**src/rtl/tbs_pkg.sv**
```systemverilog
package tbs_pkg;

  localparam int COORD_BITS_DEF = 32;
  localparam int FRAC_BITS_DEF  = 16;
  localparam int TOL_BITS       = 31;
  localparam int TUSER_BITS     = 3;
  localparam int NUM_VERT       = 4;
  localparam int NUM_AXIS       = 3;
  localparam int LAT_COF        = 6;

  typedef enum logic [1:0] {
    AXIS_X = 2'd0,
    AXIS_Y = 2'd1,
    AXIS_Z = 2'd2
  } tbs_axis_t;

  typedef enum logic [1:0] {
    SEQ_IDLE,
    SEQ_ROW_X,
    SEQ_ROW_Y,
    SEQ_ROW_Z
  } tbs_seq_state_t;

  typedef struct packed {
    logic valid;
    logic neg;
    logic sing;
  } tbs_lane_ctl_t;

  function automatic int tbs_div_lat(input int coord_bits);
    return coord_bits + 3;
  endfunction

endpackage

```
**src/rtl/tbs_box.sv**
```systemverilog
module tbs_box #(
  parameter int COORD_BITS = tbs_pkg::COORD_BITS_DEF,
  parameter int LAT        = 4
) (
  input  logic                               clk,
  input  logic                               en,
  input  tbs_pkg::tbs_axis_t                 iss_axis,
  input  logic                               iss_last,
  input  logic [4*COORD_BITS-1:0]            iss_crd,
  input  logic [tbs_pkg::TOL_BITS-1:0]       tol,
  output tbs_pkg::tbs_axis_t                 box_axis,
  output logic                               box_last,
  output logic [COORD_BITS-1:0]              box_low,
  output logic [COORD_BITS-1:0]              box_high
);
  import tbs_pkg::*;

  localparam int CB = COORD_BITS;
  localparam int BW = ((CB > TOL_BITS) ? CB : TOL_BITS) + 2;

  localparam logic signed [BW-1:0] LIM_MAX = {{(BW-CB+1){1'b0}}, {(CB-1){1'b1}}};
  localparam logic signed [BW-1:0] LIM_MIN = {{(BW-CB+1){1'b1}}, {(CB-1){1'b0}}};

  typedef struct packed {
    tbs_axis_t     axis;
    logic          last;
    logic [CB-1:0] lo;
    logic [CB-1:0] hi;
  } side_t;

  logic signed [CB-1:0] crd [NUM_VERT];
  logic signed [CB-1:0] mn01, mn23, mx01, mx23;
  logic signed [CB-1:0] mn1_r, mx1_r;
  tbs_axis_t            axis1_r;
  logic                 last1_r;
  logic signed [BW-1:0] lo_w, hi_w;
  side_t                side_nxt;
  side_t                side_r [LAT-1];

  always_comb begin
    for (int k = 0; k < NUM_VERT; k++) begin
      crd[k] = iss_crd[k*CB +: CB];
    end
    mn01 = (crd[1] < crd[0]) ? crd[1] : crd[0];
    mx01 = (crd[1] > crd[0]) ? crd[1] : crd[0];
    mn23 = (crd[3] < crd[2]) ? crd[3] : crd[2];
    mx23 = (crd[3] > crd[2]) ? crd[3] : crd[2];
  end

  always_comb begin
    lo_w = $signed({{(BW-CB){mn1_r[CB-1]}}, mn1_r}) - $signed({{(BW-TOL_BITS){1'b0}}, tol});
    hi_w = $signed({{(BW-CB){mx1_r[CB-1]}}, mx1_r}) + $signed({{(BW-TOL_BITS){1'b0}}, tol});
    side_nxt.axis = axis1_r;
    side_nxt.last = last1_r;
    side_nxt.lo   = (lo_w < LIM_MIN) ? LIM_MIN[CB-1:0] : lo_w[CB-1:0];
    side_nxt.hi   = (hi_w > LIM_MAX) ? LIM_MAX[CB-1:0] : hi_w[CB-1:0];
  end

  always_ff @(posedge clk) begin
    if (en) begin
      mn1_r     <= (mn23 < mn01) ? mn23 : mn01;
      mx1_r     <= (mx23 > mx01) ? mx23 : mx01;
      axis1_r   <= iss_axis;
      last1_r   <= iss_last;
      side_r[0] <= side_nxt;
      for (int k = 1; k < LAT - 1; k++) begin
        side_r[k] <= side_r[k-1];
      end
    end
  end

  assign box_axis = side_r[LAT-2].axis;
  assign box_last = side_r[LAT-2].last;
  assign box_low  = side_r[LAT-2].lo;
  assign box_high = side_r[LAT-2].hi;

endmodule

```
**config.mk**
```make
export PLATFORM = sky130hd
export DESIGN_NAME = tbs_box
export DESIGN_NICKNAME = d
export VERILOG_FILES = /design/src/rtl/tbs_pkg.sv /design/src/rtl/tbs_box.sv
export SDC_FILE = /design/constraint.sdc
export NUM_CORES = 1
export LEC_CHECK = 0
export BUFFER_PORTS_ARGS = -buffer_cell sky130_fd_sc_hd__buf_2
export CAP_MARGIN = 20
export CORE_MARGIN = 2
export CORE_UTILIZATION = 46
export CTS_BUF_LIST = sky130_fd_sc_hd__clkbuf_8
export CTS_CLUSTER_DIAMETER = 60
export DETAILED_ROUTE_END_ITERATION = 7
export GPL_ROUTABILITY_DRIVEN = 0
export PLACE_DENSITY = 0.66
export SLEW_MARGIN = 20
export SYNTH_ARGS = -nofsm -noshare
export SYNTH_HDL_FRONTEND = slang
export SYNTH_SLANG_ARGS = --single-unit
```
**constraint.sdc**
```tcl
create_clock -name clk -period 8.2 [get_ports clk]
set_clock_uncertainty 0.15 [all_clocks]
set_input_delay 0.41 -clock clk [delete_from_list [all_inputs] [get_ports clk]]
set_output_delay 0.41 -clock clk [all_outputs]
set_load 0.02 [all_outputs]
```
==> results_dict.tcl <==
set metrics [dict create \
    grt.total_usage_pct 22.2 \
    grt_pass1_wl_mm 66.5 \
    finalSetupTns_ns 0 \
    r2r_end "side_r[0][15]" \
    drt_iter0_markers 1014 \
    initial_utilization_pct 46.9 \
    grt_overflow 0 \
    ant_nets 0 \
    grt_pass1_vias 12100 \
    ys_types 63 \
    max-cap-violations 0 \
    synth_top_cells_by_area "edfxtp_1, ha_1, mux2i_1" \
    hold_start "iss_crd[23]" \
    p_sw_uw 1660 \
    drt-wirelength-per-cell_um 19.5 \
    dieArea_sq_mm 0.0391 \
    synth_area_sq_mm 0.0173 \
    period_needed_ns 6.19 \
    r2r-start "mx1_r[0]" \
    seqCellArea_sq_mm 0.00805 \
    area_delta_synth_final_pct 12.1 \
    yosys.area.top_type_share_pct 46.6 \
    start_kind "primary input" \
    first_pass_iters 5 \
    ios 231 \
    p_int_uw 3130 \
    synth_edf_count 268 \
    core_sq_mm 0.0368 \
    syn_area_per_cell_sq_um 11.3 \
    rsz0062_at_grt "false" \
    r2r_cells 11 \
    synth_top_area_cell "edfxtp_1" \
    seq_power_share_pct 42.3 \
    dp_hpwl_mm 33.9 \
    crit_slowest_cell "mux2_2" \
    crit_type "primary input to flop" \
    p_comb_share_pct 35.4 \
    yosysWarningCount 0 \
    hold_path_end "mn1_r[23]" \
    crit_chain "buf_2 -> inv_1 -> ha_1 -> a21oi_1 -> a21oi_1 -> or3_1 -> o311a_1 -> a211oi_1 -> mux2_2 -> o21ai_4 -> buf_4 -> mux2i_1 -> inv_1 -> ha_1 -> nand4_1 -> nor2_1 -> nand2_1 -> nor3_1 -> o21ai_0 -> o21ai_1 -> mux2i_4 -> buf_12 -> mux2i_1" \
    numCtsBuffers 45 \
    finalCoreUtilization_pct 52.6 \
    critPathRequiredTime_ns 8.45 \
    viasPerCell 5.62 \
    status "finished, final reports clean" \
    clk_pin_slew_worst_paths_ns 0.06 \
    synthArstFlopShare_pct 0 \
    cp_max_fo 32 \
    insertion_delay_ns 0.60 \
    yosys-top-cells-count "edfxtp_1, ha_1, inv_1" \
    synth_seq_area_share_pct 46.6 \
    max_stage_delay_ns 0.62 \
    r2r_slack_ns 3.66 \
    swShare_pct 34.6 \
    fin_ws_ns 2.01 \
    timing.final.crit_share_pct 75.4 \
    fin_cells 2226 \
    n_fill_cell 3281 \
    place_worst_setup_slack_ns 1.49 \
    synth.most_common_cell "edfxtp_1" \
    drc 0 \
    fin_nets 2075 \
    antenna_found_initial 5 \
    setup_viol 0 \
    fp.dieH_um 198 \
    synthFlopType "edfxtp_1" \
    power_leakage_uw 0.00877 \
    pwr-share-clk_pct 22.4 \
    worstMarginPinSlew_ns 1.05 \
    multi_input_area_sq_mm 0.00807 \
    slew_violations 0 \
    totalWireLength_mm 43.5 \
    relSlewSlack_pct 28.4 \
    max_freq_mhz 162 \
    root_buffer "clkbuf_8" \
    ir_worst_vdd_mv 0.119 \
    clock_path_buffers 3 \
    powerDensity_mw_per_mm2 247 \
    vias 12500 \
    num_rows 70 \
    ys_ff_latch 268 \
    numPortBuffers 230 \
    syn_inst 1530 \
    grt_max_degree 87 \
    syn_nets 1885 \
    cts_tree "done" \
    drive_above_1_share_pct 17.9 \
    die_w_um 198 \
    critPathCaptureType "flop" \
    min_path_cells 3 \
    arrival_ns 6.43 \
    min_path_type "primary input to flop" \
    dpl.cell_count 2138 \
    final-hold-violation-count 0 \
    cts_resized 0 \
    htree_levels 2 \
    postCtsSetupBuffers 0 \
    crit_family "compound AO/OA/AOI/OAI gates" \
    clock_sinks 268 \
    cp_num_buf_inv 5 \
]
## through the flow
stage                     instance area, sq um  total power [uW]  hold slack [ns]
after floorplan                          17300              3240            0.250
after global placement                   18500              3680            0.250
after detailed placement                 18500              3720            0.255
after CTS                                19300              4810           0.0784
after global routing                     19400              5090           0.0978
final                                    19400              4790            0.104
## cell usage in the layout, fill, tap and decap left out, types with 26 or more instances in the layout
master / synthesis / routed
a211oi_1: 47 / 47
a21o_1: 45 / 45
a21oi_1: 109 / 109
buf_2: 17 / 229
clkbuf_8: 0 / 46
edfxtp_1: 268 / 268
ha_1: 189 / 189
inv_1: 144 / 153
mux2_1: 30 / 30
mux2i_1: 129 / 128
nand2_1: 75 / 75
nand3_1: 27 / 27
nand4_1: 26 / 26
nor2_1: 68 / 68
o21ai_0: 43 / 43
## registers in the layout (all words and copies together), names as in the netlist
signal / count
side_r: 201
mn1_r: 32
mx1_r: 32
axis1_r: 2
last1_r: 1
## worst min-delay path, delay by kind of cell
| kind | cells | cell delay, ns |
|---|---|---|
| muxes | 1 | 0.08 |
| AOI/OAI and AO/OA | 1 | 0.13 |
| buffers and inverters | 1 | 0.10 |
## cell families (layout without fill, tap and decap cells)
group,after synthesis,count (layout),share of synthesized area [%]
AO/OA/AOI/OAI,347,347,13.1
flip-flops,268,268,46.6
buffers and inverters,247,471,6.93
adder cells (fa/ha/maj),191,191,13.9
XOR/XNOR,46,46,2.33
multiplexers,161,161,9.56
AND/OR/NAND/NOR,270,270,7.53
other,0,4,0
## power groups by stage
| stage | Sequential (uW) | Combinational (uW) | Clock, uW |
|---|---|---|---|
| 2_1_floorplan | 2000 | 1240 | 0 |
| 3_3_place_gp | 2050 | 1630 | 0 |
| 3_5_place_dp | 2050 | 1670 | 0 |
| 4_1_cts | 2030 | 1680 | 1100 |
| 5_1_grt | 2050 | 1870 | 1160 |
| 6_report | 2020 | 1690 | 1070 |
## area by class of cell
type	count	share of cell area [%]
Multi-Input combinational cell	1015	41.7
Sequential cell	268	41.6
Timing Repair Buffer	246	6.72
Clock buffer	46	3.27
Tap cell	468	3.03
Inverter	144	2.79
Clock inverter	35	0.853
Antenna cell	4	0.0517
## timing repair
action	4_1_cts	5_1_grt
hold buffers	3	0
endpoints found under the setup margin	0	0
endpoints found under the hold margin	3	0
## layer usage
metal	track usage (%)	wire length, um	share of wire (%)	up-vias
met3	3.70	3050	7.0	90
li1	-	-	-	6066
met4	9.16	1540	3.5	2
met1	31.4	19900	46	5868
met5	0	13	0.030	-
met2	34.1	19000	44	485
## worst max path at each step
stage                end        start  cells after the start  slack (ns)
5_1_grt        mx1_r[10]  iss_crd[75]                     23        1.70
3_5_place_dp    mx1_r[3]  iss_crd[77]                     23        1.49
6_report        mx1_r[3]  iss_crd[75]                     23        2.01
4_1_cts         mx1_r[3]  iss_crd[77]                     23        2.08
2_1_floorplan  mx1_r[10]  iss_crd[77]                     23        2.33
3_3_place_gp    mx1_r[3]  iss_crd[77]                     24        1.71
Note: power is estimated with default switching activity, not from simulation.
