## config.mk

```make
export PLATFORM = sky130hd
export DESIGN_NAME = tbs_seq
export DESIGN_NICKNAME = d
export VERILOG_FILES = /design/src/rtl/tbs_pkg.sv /design/src/rtl/tbs_seq.sv
export SDC_FILE = /design/constraint.sdc
export NUM_CORES = 2
export LEC_CHECK = 0
export BUFFER_PORTS_ARGS = -buffer_cell sky130_fd_sc_hd__buf_2
export CORE_UTILIZATION = 39
export DETAILED_ROUTE_END_ITERATION = 10
export SYNTH_ARGS = -nofsm -noshare
export SYNTH_HDL_FRONTEND = slang
export SYNTH_SLANG_ARGS = --single-unit
```

## constraint.sdc

```tcl
create_clock -name clk -period 57.6 [get_ports clk]
set_input_delay 5.76 -clock clk [delete_from_list [all_inputs] [get_ports clk]]
set_output_delay 5.76 -clock clk [all_outputs]
set_load 0.005 [all_outputs]
```

## src/rtl/tbs_pkg.sv

```systemverilog
package tbs_pkg;

  localparam int COORD_BITS_DEF = 32;
  localparam int FRAC_BITS_DEF  = 16;
  localparam int TOL_BITS       = 31;
  localparam int TUSER_BITS     = 3;
  localparam int NUM_VERT       = 4;
  localparam int NUM_AXIS       = 3;
  localparam int LAT_COF        = 6;

  typedef enum logic [1:0] {
    AXIS_X = 2'd0,
    AXIS_Y = 2'd1,
    AXIS_Z = 2'd2
  } tbs_axis_t;

  typedef enum logic [1:0] {
    SEQ_IDLE,
    SEQ_ROW_X,
    SEQ_ROW_Y,
    SEQ_ROW_Z
  } tbs_seq_state_t;

  typedef struct packed {
    logic valid;
    logic neg;
    logic sing;
  } tbs_lane_ctl_t;

  function automatic int tbs_div_lat(input int coord_bits);
    return coord_bits + 3;
  endfunction

endpackage

```

## src/rtl/tbs_seq.sv

```systemverilog
module tbs_seq #(
  parameter int COORD_BITS = tbs_pkg::COORD_BITS_DEF
) (
  input  logic                                clk,
  input  logic                                rst_n,
  input  logic                                en,
  input  logic                                in_valid,
  input  logic [12*COORD_BITS-1:0]            in_vtx,
  output logic                                in_ready,
  output logic                                iss_valid,
  output tbs_pkg::tbs_axis_t                  iss_axis,
  output logic                                iss_last,
  output logic [3*(COORD_BITS+1)-1:0]         iss_rr,
  output logic [3*(COORD_BITS+1)-1:0]         iss_ra,
  output logic [3*(COORD_BITS+1)-1:0]         iss_rb,
  output logic [4*COORD_BITS-1:0]             iss_crd
);
  import tbs_pkg::*;

  localparam int CB = COORD_BITS;
  localparam int EW = CB + 1;

  tbs_seq_state_t state_r, state_nxt;
  logic           in_acc;
  logic           issue;
  tbs_axis_t      axis_cur;

  logic signed [CB-1:0] vtx_r [NUM_VERT][NUM_AXIS];
  logic signed [EW-1:0] m_r   [NUM_AXIS][NUM_AXIS];

  logic                     iss_valid_r;
  tbs_axis_t                iss_axis_r;
  logic                     iss_last_r;
  logic [3*EW-1:0]          iss_rr_r, iss_ra_r, iss_rb_r;
  logic [4*CB-1:0]          iss_crd_r;

  assign in_acc = in_valid && in_ready;

  always_comb begin
    case (state_r)
      SEQ_IDLE:  state_nxt = in_acc ? SEQ_ROW_X : SEQ_IDLE;
      SEQ_ROW_X: state_nxt = en ? SEQ_ROW_Y : SEQ_ROW_X;
      SEQ_ROW_Y: state_nxt = en ? SEQ_ROW_Z : SEQ_ROW_Y;
      SEQ_ROW_Z: state_nxt = in_acc ? SEQ_ROW_X : (en ? SEQ_IDLE : SEQ_ROW_Z);
      default:   state_nxt = SEQ_IDLE;
    endcase
  end

  always_comb begin
    in_ready = en && ((state_r == SEQ_IDLE) || (state_r == SEQ_ROW_Z));
    issue    = en && (state_r != SEQ_IDLE);
    case (state_r)
      SEQ_ROW_X: axis_cur = AXIS_X;
      SEQ_ROW_Y: axis_cur = AXIS_Y;
      SEQ_ROW_Z: axis_cur = AXIS_Z;
      default:   axis_cur = AXIS_X;
    endcase
  end

  always_ff @(posedge clk) begin
    if (!rst_n) begin
      state_r     <= SEQ_IDLE;
      iss_valid_r <= 1'b0;
    end else begin
      state_r <= state_nxt;
      if (en) begin
        iss_valid_r <= (state_r != SEQ_IDLE);
      end
    end
  end

  // Rows and axes rotate after each issue, so the current row always sits in slot 0.
  always_ff @(posedge clk) begin
    if (in_acc) begin
      for (int k = 0; k < NUM_VERT; k++) begin
        for (int a = 0; a < NUM_AXIS; a++) begin
          vtx_r[k][a] <= in_vtx[(k*NUM_AXIS+a)*CB +: CB];
        end
      end
      for (int j = 0; j < NUM_AXIS; j++) begin
        for (int a = 0; a < NUM_AXIS; a++) begin
          m_r[j][a] <= $signed({in_vtx[((j+1)*NUM_AXIS+a)*CB+CB-1],
                                in_vtx[((j+1)*NUM_AXIS+a)*CB +: CB]})
                     - $signed({in_vtx[a*CB+CB-1], in_vtx[a*CB +: CB]});
        end
      end
    end else if (issue) begin
      for (int k = 0; k < NUM_VERT; k++) begin
        for (int a = 0; a < NUM_AXIS; a++) begin
          vtx_r[k][a] <= vtx_r[k][(a+1)%NUM_AXIS];
        end
      end
      for (int j = 0; j < NUM_AXIS; j++) begin
        for (int a = 0; a < NUM_AXIS; a++) begin
          m_r[j][a] <= m_r[(j+1)%NUM_AXIS][a];
        end
      end
    end
  end

  always_ff @(posedge clk) begin
    if (en) begin
      iss_axis_r <= axis_cur;
      iss_last_r <= (state_r == SEQ_ROW_Z);
      for (int c = 0; c < NUM_AXIS; c++) begin
        iss_rr_r[c*EW +: EW] <= m_r[0][c];
        iss_ra_r[c*EW +: EW] <= m_r[1][c];
        iss_rb_r[c*EW +: EW] <= m_r[2][c];
      end
      for (int k = 0; k < NUM_VERT; k++) begin
        iss_crd_r[k*CB +: CB] <= vtx_r[k][0];
      end
    end
  end

  assign iss_valid = iss_valid_r;
  assign iss_axis  = iss_axis_r;
  assign iss_last  = iss_last_r;
  assign iss_rr    = iss_rr_r;
  assign iss_ra    = iss_ra_r;
  assign iss_rb    = iss_rb_r;
  assign iss_crd   = iss_crd_r;

endmodule

```

==> impl_metrics.json <==
{
  "hold_viol": 0,
  "r2r_cells": 8,
  "ios": 818,
  "dp_slack_ns": 45.31,
  "r2r-end": "m_r[0][184]",
  "worst_pin_slew_ns": 1.25,
  "syn2layout_area_growth_pct": 17.7,
  "status": "finished, final reports clean",
  "die_h_um": 382,
  "finalMaxSlewViolations": 0,
  "postCtsHoldBufs": 0,
  "vias": 44800,
  "rsz0062_at_grt": "false",
  "drtAntennaViolNets": 0,
  "finalWirelength_um": 230000,
  "cp.required_ns": 51.84,
  "start_kind": "input port",
  "p_per_area_mw_per_mm2": 32.8,
  "clk_pin_slew_ns": 0.06,
  "core_mm2": 0.143,
  "cp_max_fo": 68,
  "irDropWorstVdd_mv": 0.0279,
  "dieArea_mm2": 0.146,
  "viasPerCell": 5.66,
  "clkSinkCount": 1111,
  "nets": 6595,
  "h-tree-depth": 3,
  "hpwlAfterDp_um": 184000,
  "start_util_pct": 39.3,
  "cap_violations": 0,
  "first_global_vias": 41100,
  "yosysSeqAreaShare_pct": 59.2,
  "hold_path_startpoint": "m_r[0][83]",
  "dr.pass1.iters": 8,
  "grt_first_pass_wirelength_um": 313000,
  "yosysUniqueCellTypes": 85,
  "finalCritPeriodShare_pct": 21.3,
  "grtUsageTotal_pct": 30.6,
  "grt_max_degree": 216,
  "fin_ws_ns": 45.31,
  "cts.repair.resized": 0,
  "reg2reg_from": "state_r[0]",
  "min_period_ns": 12.29,
  "overflow": 0,
  "critPathLaunch": "en",
  "power_leakage_uw": 0.0273,
  "crit_path_end_kind": "primary output",
  "place.gp.congestion": 1.01,
  "die_w_um": 382,
  "synth_edf_count": 1108,
  "ff2ff_setup_slack_ns": 52.58,
  "synth_flop_cell": "edfxtp_1",
  "syn-cell-area_mm2": 0.0563,
  "numCtsBuffers": 118,
  "drive_above_1_share_pct": 17.8,
  "ys_ff_latch": 1111,
  "ctsRootBufferMaster": "clkbuf_16",
  "ys_warn_count": 0,
  "cts_tree": "done",
  "setup_tns_ns": 0,
  "max_slew_margin_pct": 17.0,
  "drc_errors": 0,
  "postCtsSetupBuffers": 0,
  "clk_path_buf_depth": 3,
  "hold_end": "iss_rr[17]",
  "wl_per_cell_um": 29.1,
  "synthCells": 5162,
  "antenna_found_initial": 44,
  "max_freq_mhz": 81.4,
  "crit_type": "in -> out",
  "syn_nets": 5851,
  "whs_path_depth": 0,
  "finalSetupViolCount": 0,
  "row_count": 139,
  "cp.arrival_ns": 6.53,
  "synth_area_per_cell_um2": 10.9,
  "synthArstFlopShare_pct": 0,
  "first_iter_violations": 5393,
  "clock_skew_ns": 0.0230,
  "portBuffers": 817,
  "clk_latency_ns": 0.74,
  "hp-class": "reg -> reg"
}
==> cells in the mapped netlist, types with 6 or more instances <==
master	number	share of area, %
edfxtp_1	1108	59
o211ai_1	25	0.33
buf_1	12	0.080
xnor2_1	120	1.9
clkbuf_1	207	1.4
o221ai_1	6	0.093
a221oi_1	12	0.19
nand2_1	1207	8.0
nor3b_1	8	0.11
a21boi_1	6	0.080
nand3_1	39	0.35
o22ai_1	6	0.067
nor2b_1	32	0.36
o211a_1	9	0.16
fa_1	9	0.32
o31ai_1	27	0.36
and2_1	14	0.16
a31o_2	12	0.19
and4_1	11	0.17
nor4_1	10	0.11
nand4_1	52	0.58
or3_1	15	0.17
o21a_1	33	0.44
o21ai_0	300	2.7
inv_1	171	1.1
a21oi_1	436	3.9
ha_1	292	6.5
o31a_1	8	0.12
a21o_1	169	2.3
o21bai_1	34	0.45
o21ai_1	25	0.22
a31oi_1	43	0.48
a21boi_0	12	0.16
and3_1	29	0.32
nor2_1	312	2.1
a211o_1	13	0.20
a211oi_1	22	0.29
xor2_1	117	1.8
o2111ai_1	10	0.16
nor3_1	48	0.43
nand2b_1	42	0.47
mux2i_1	7	0.12
==> cells by family after synthesis <==
group	after synthesis	share of synthesized area [%]
mux	11	0.204
compound gates	1265	13.8
fa+ha+maj	301	6.81
buf+inv	395	2.66
flops	1111	59.2
xor+xnor	237	3.69
simple gates	1842	13.7
==> state kept, by name, summed over array words and instances, names as in the netlist <==
register	cells
state_r	2
m_r	297
iss_rb	99
iss_crd	128
iss_ra	99
iss_rr	99
iss_valid	1
iss_axis	2
vtx_r	384
==> how the worst max path moves through the flow <==
stage / end / slack, ns / depth (start not counted)
finish: in_ready / 45.31 / 3
global route: in_ready / 45.27 / 3
CTS: in_ready / 45.31 / 3
detailed placement: in_ready / 45.31 / 3
global placement: in_ready / 45.35 / 3
floorplan: m_r[0][0] / 17.89 / 2
==> layout make-up <==
class,count,area [um2]
diodes,14,35.0
flip-flops and latches,1111,33300
fillers,13600,77200
inverters,171,642
clock inverters,85,917
well taps,1903,2380
repair buffers,848,4380
clock buffers,138,3090
multi-input cells,3656,21500
==> per-stage QoR <==
step	hold slack [ns]	utilization, %	cell area (um2)	total power, uW	instances
floorplan	0.417	-	56300	1260	5162
global placement	0.433	43.4	62200	1390	7689
detailed placement	0.433	43.4	62200	1390	7689
CTS	0.448	46.2	66200	2180	7912
global route	0.456	46.2	66300	2250	7915
finish	0.447	46.2	66300	2180	7926
==> where the power goes <==
| group | internal, uW | switching (uW) |
|---|---|---|
| clock network | 457 | 340 |
| logic | 124 | 241 |
| registers | 978 | 35.4 |
==> per-layer routing <==
metal  up-vias  share of wire (%)  global-route usage [%]  routed length (um)
li1      20200                  -                       -                   -
met1     22100                 41                    41.0               94700
met2      2152                 46                    48.3              106000
met3       381                7.6                    4.89               17400
met4        36                5.4                    14.9               12300
met5         -              0.098                       0                 225
==> critical path, stage by stage <==
cell and delay, ns:
buf_8 0.36, nor2b_1 0.21, buf_2 0.12
==> placed cells by master (no fill, tap or decap), types with 13 or more instances in the layout <==
master / count
nand4_1: 52
ha_1: 292
nand2_1: 1207
buf_4: 27
xor2_1: 117
and2_1: 14
a31oi_1: 43
edfxtp_1: 1108
o31ai_1: 27
o211ai_1: 25
nand3_1: 39
o21ai_1: 25
diode_2: 14
clkbuf_1: 16
inv_1: 171
o21a_1: 33
nor2b_1: 32
a211oi_1: 22
clkinv_2: 22
bufinv_16: 16
a21o_1: 169
nand2b_1: 42
a21oi_1: 436
clkbuf_16: 120
clkinv_1: 24
nor2_1: 312
or3_1: 15
o21ai_0: 300
and3_1: 29
nor3_1: 48
buf_2: 816
a211o_1: 13
xnor2_1: 120
o21bai_1: 34
Power figures use the tool's default switching activity.
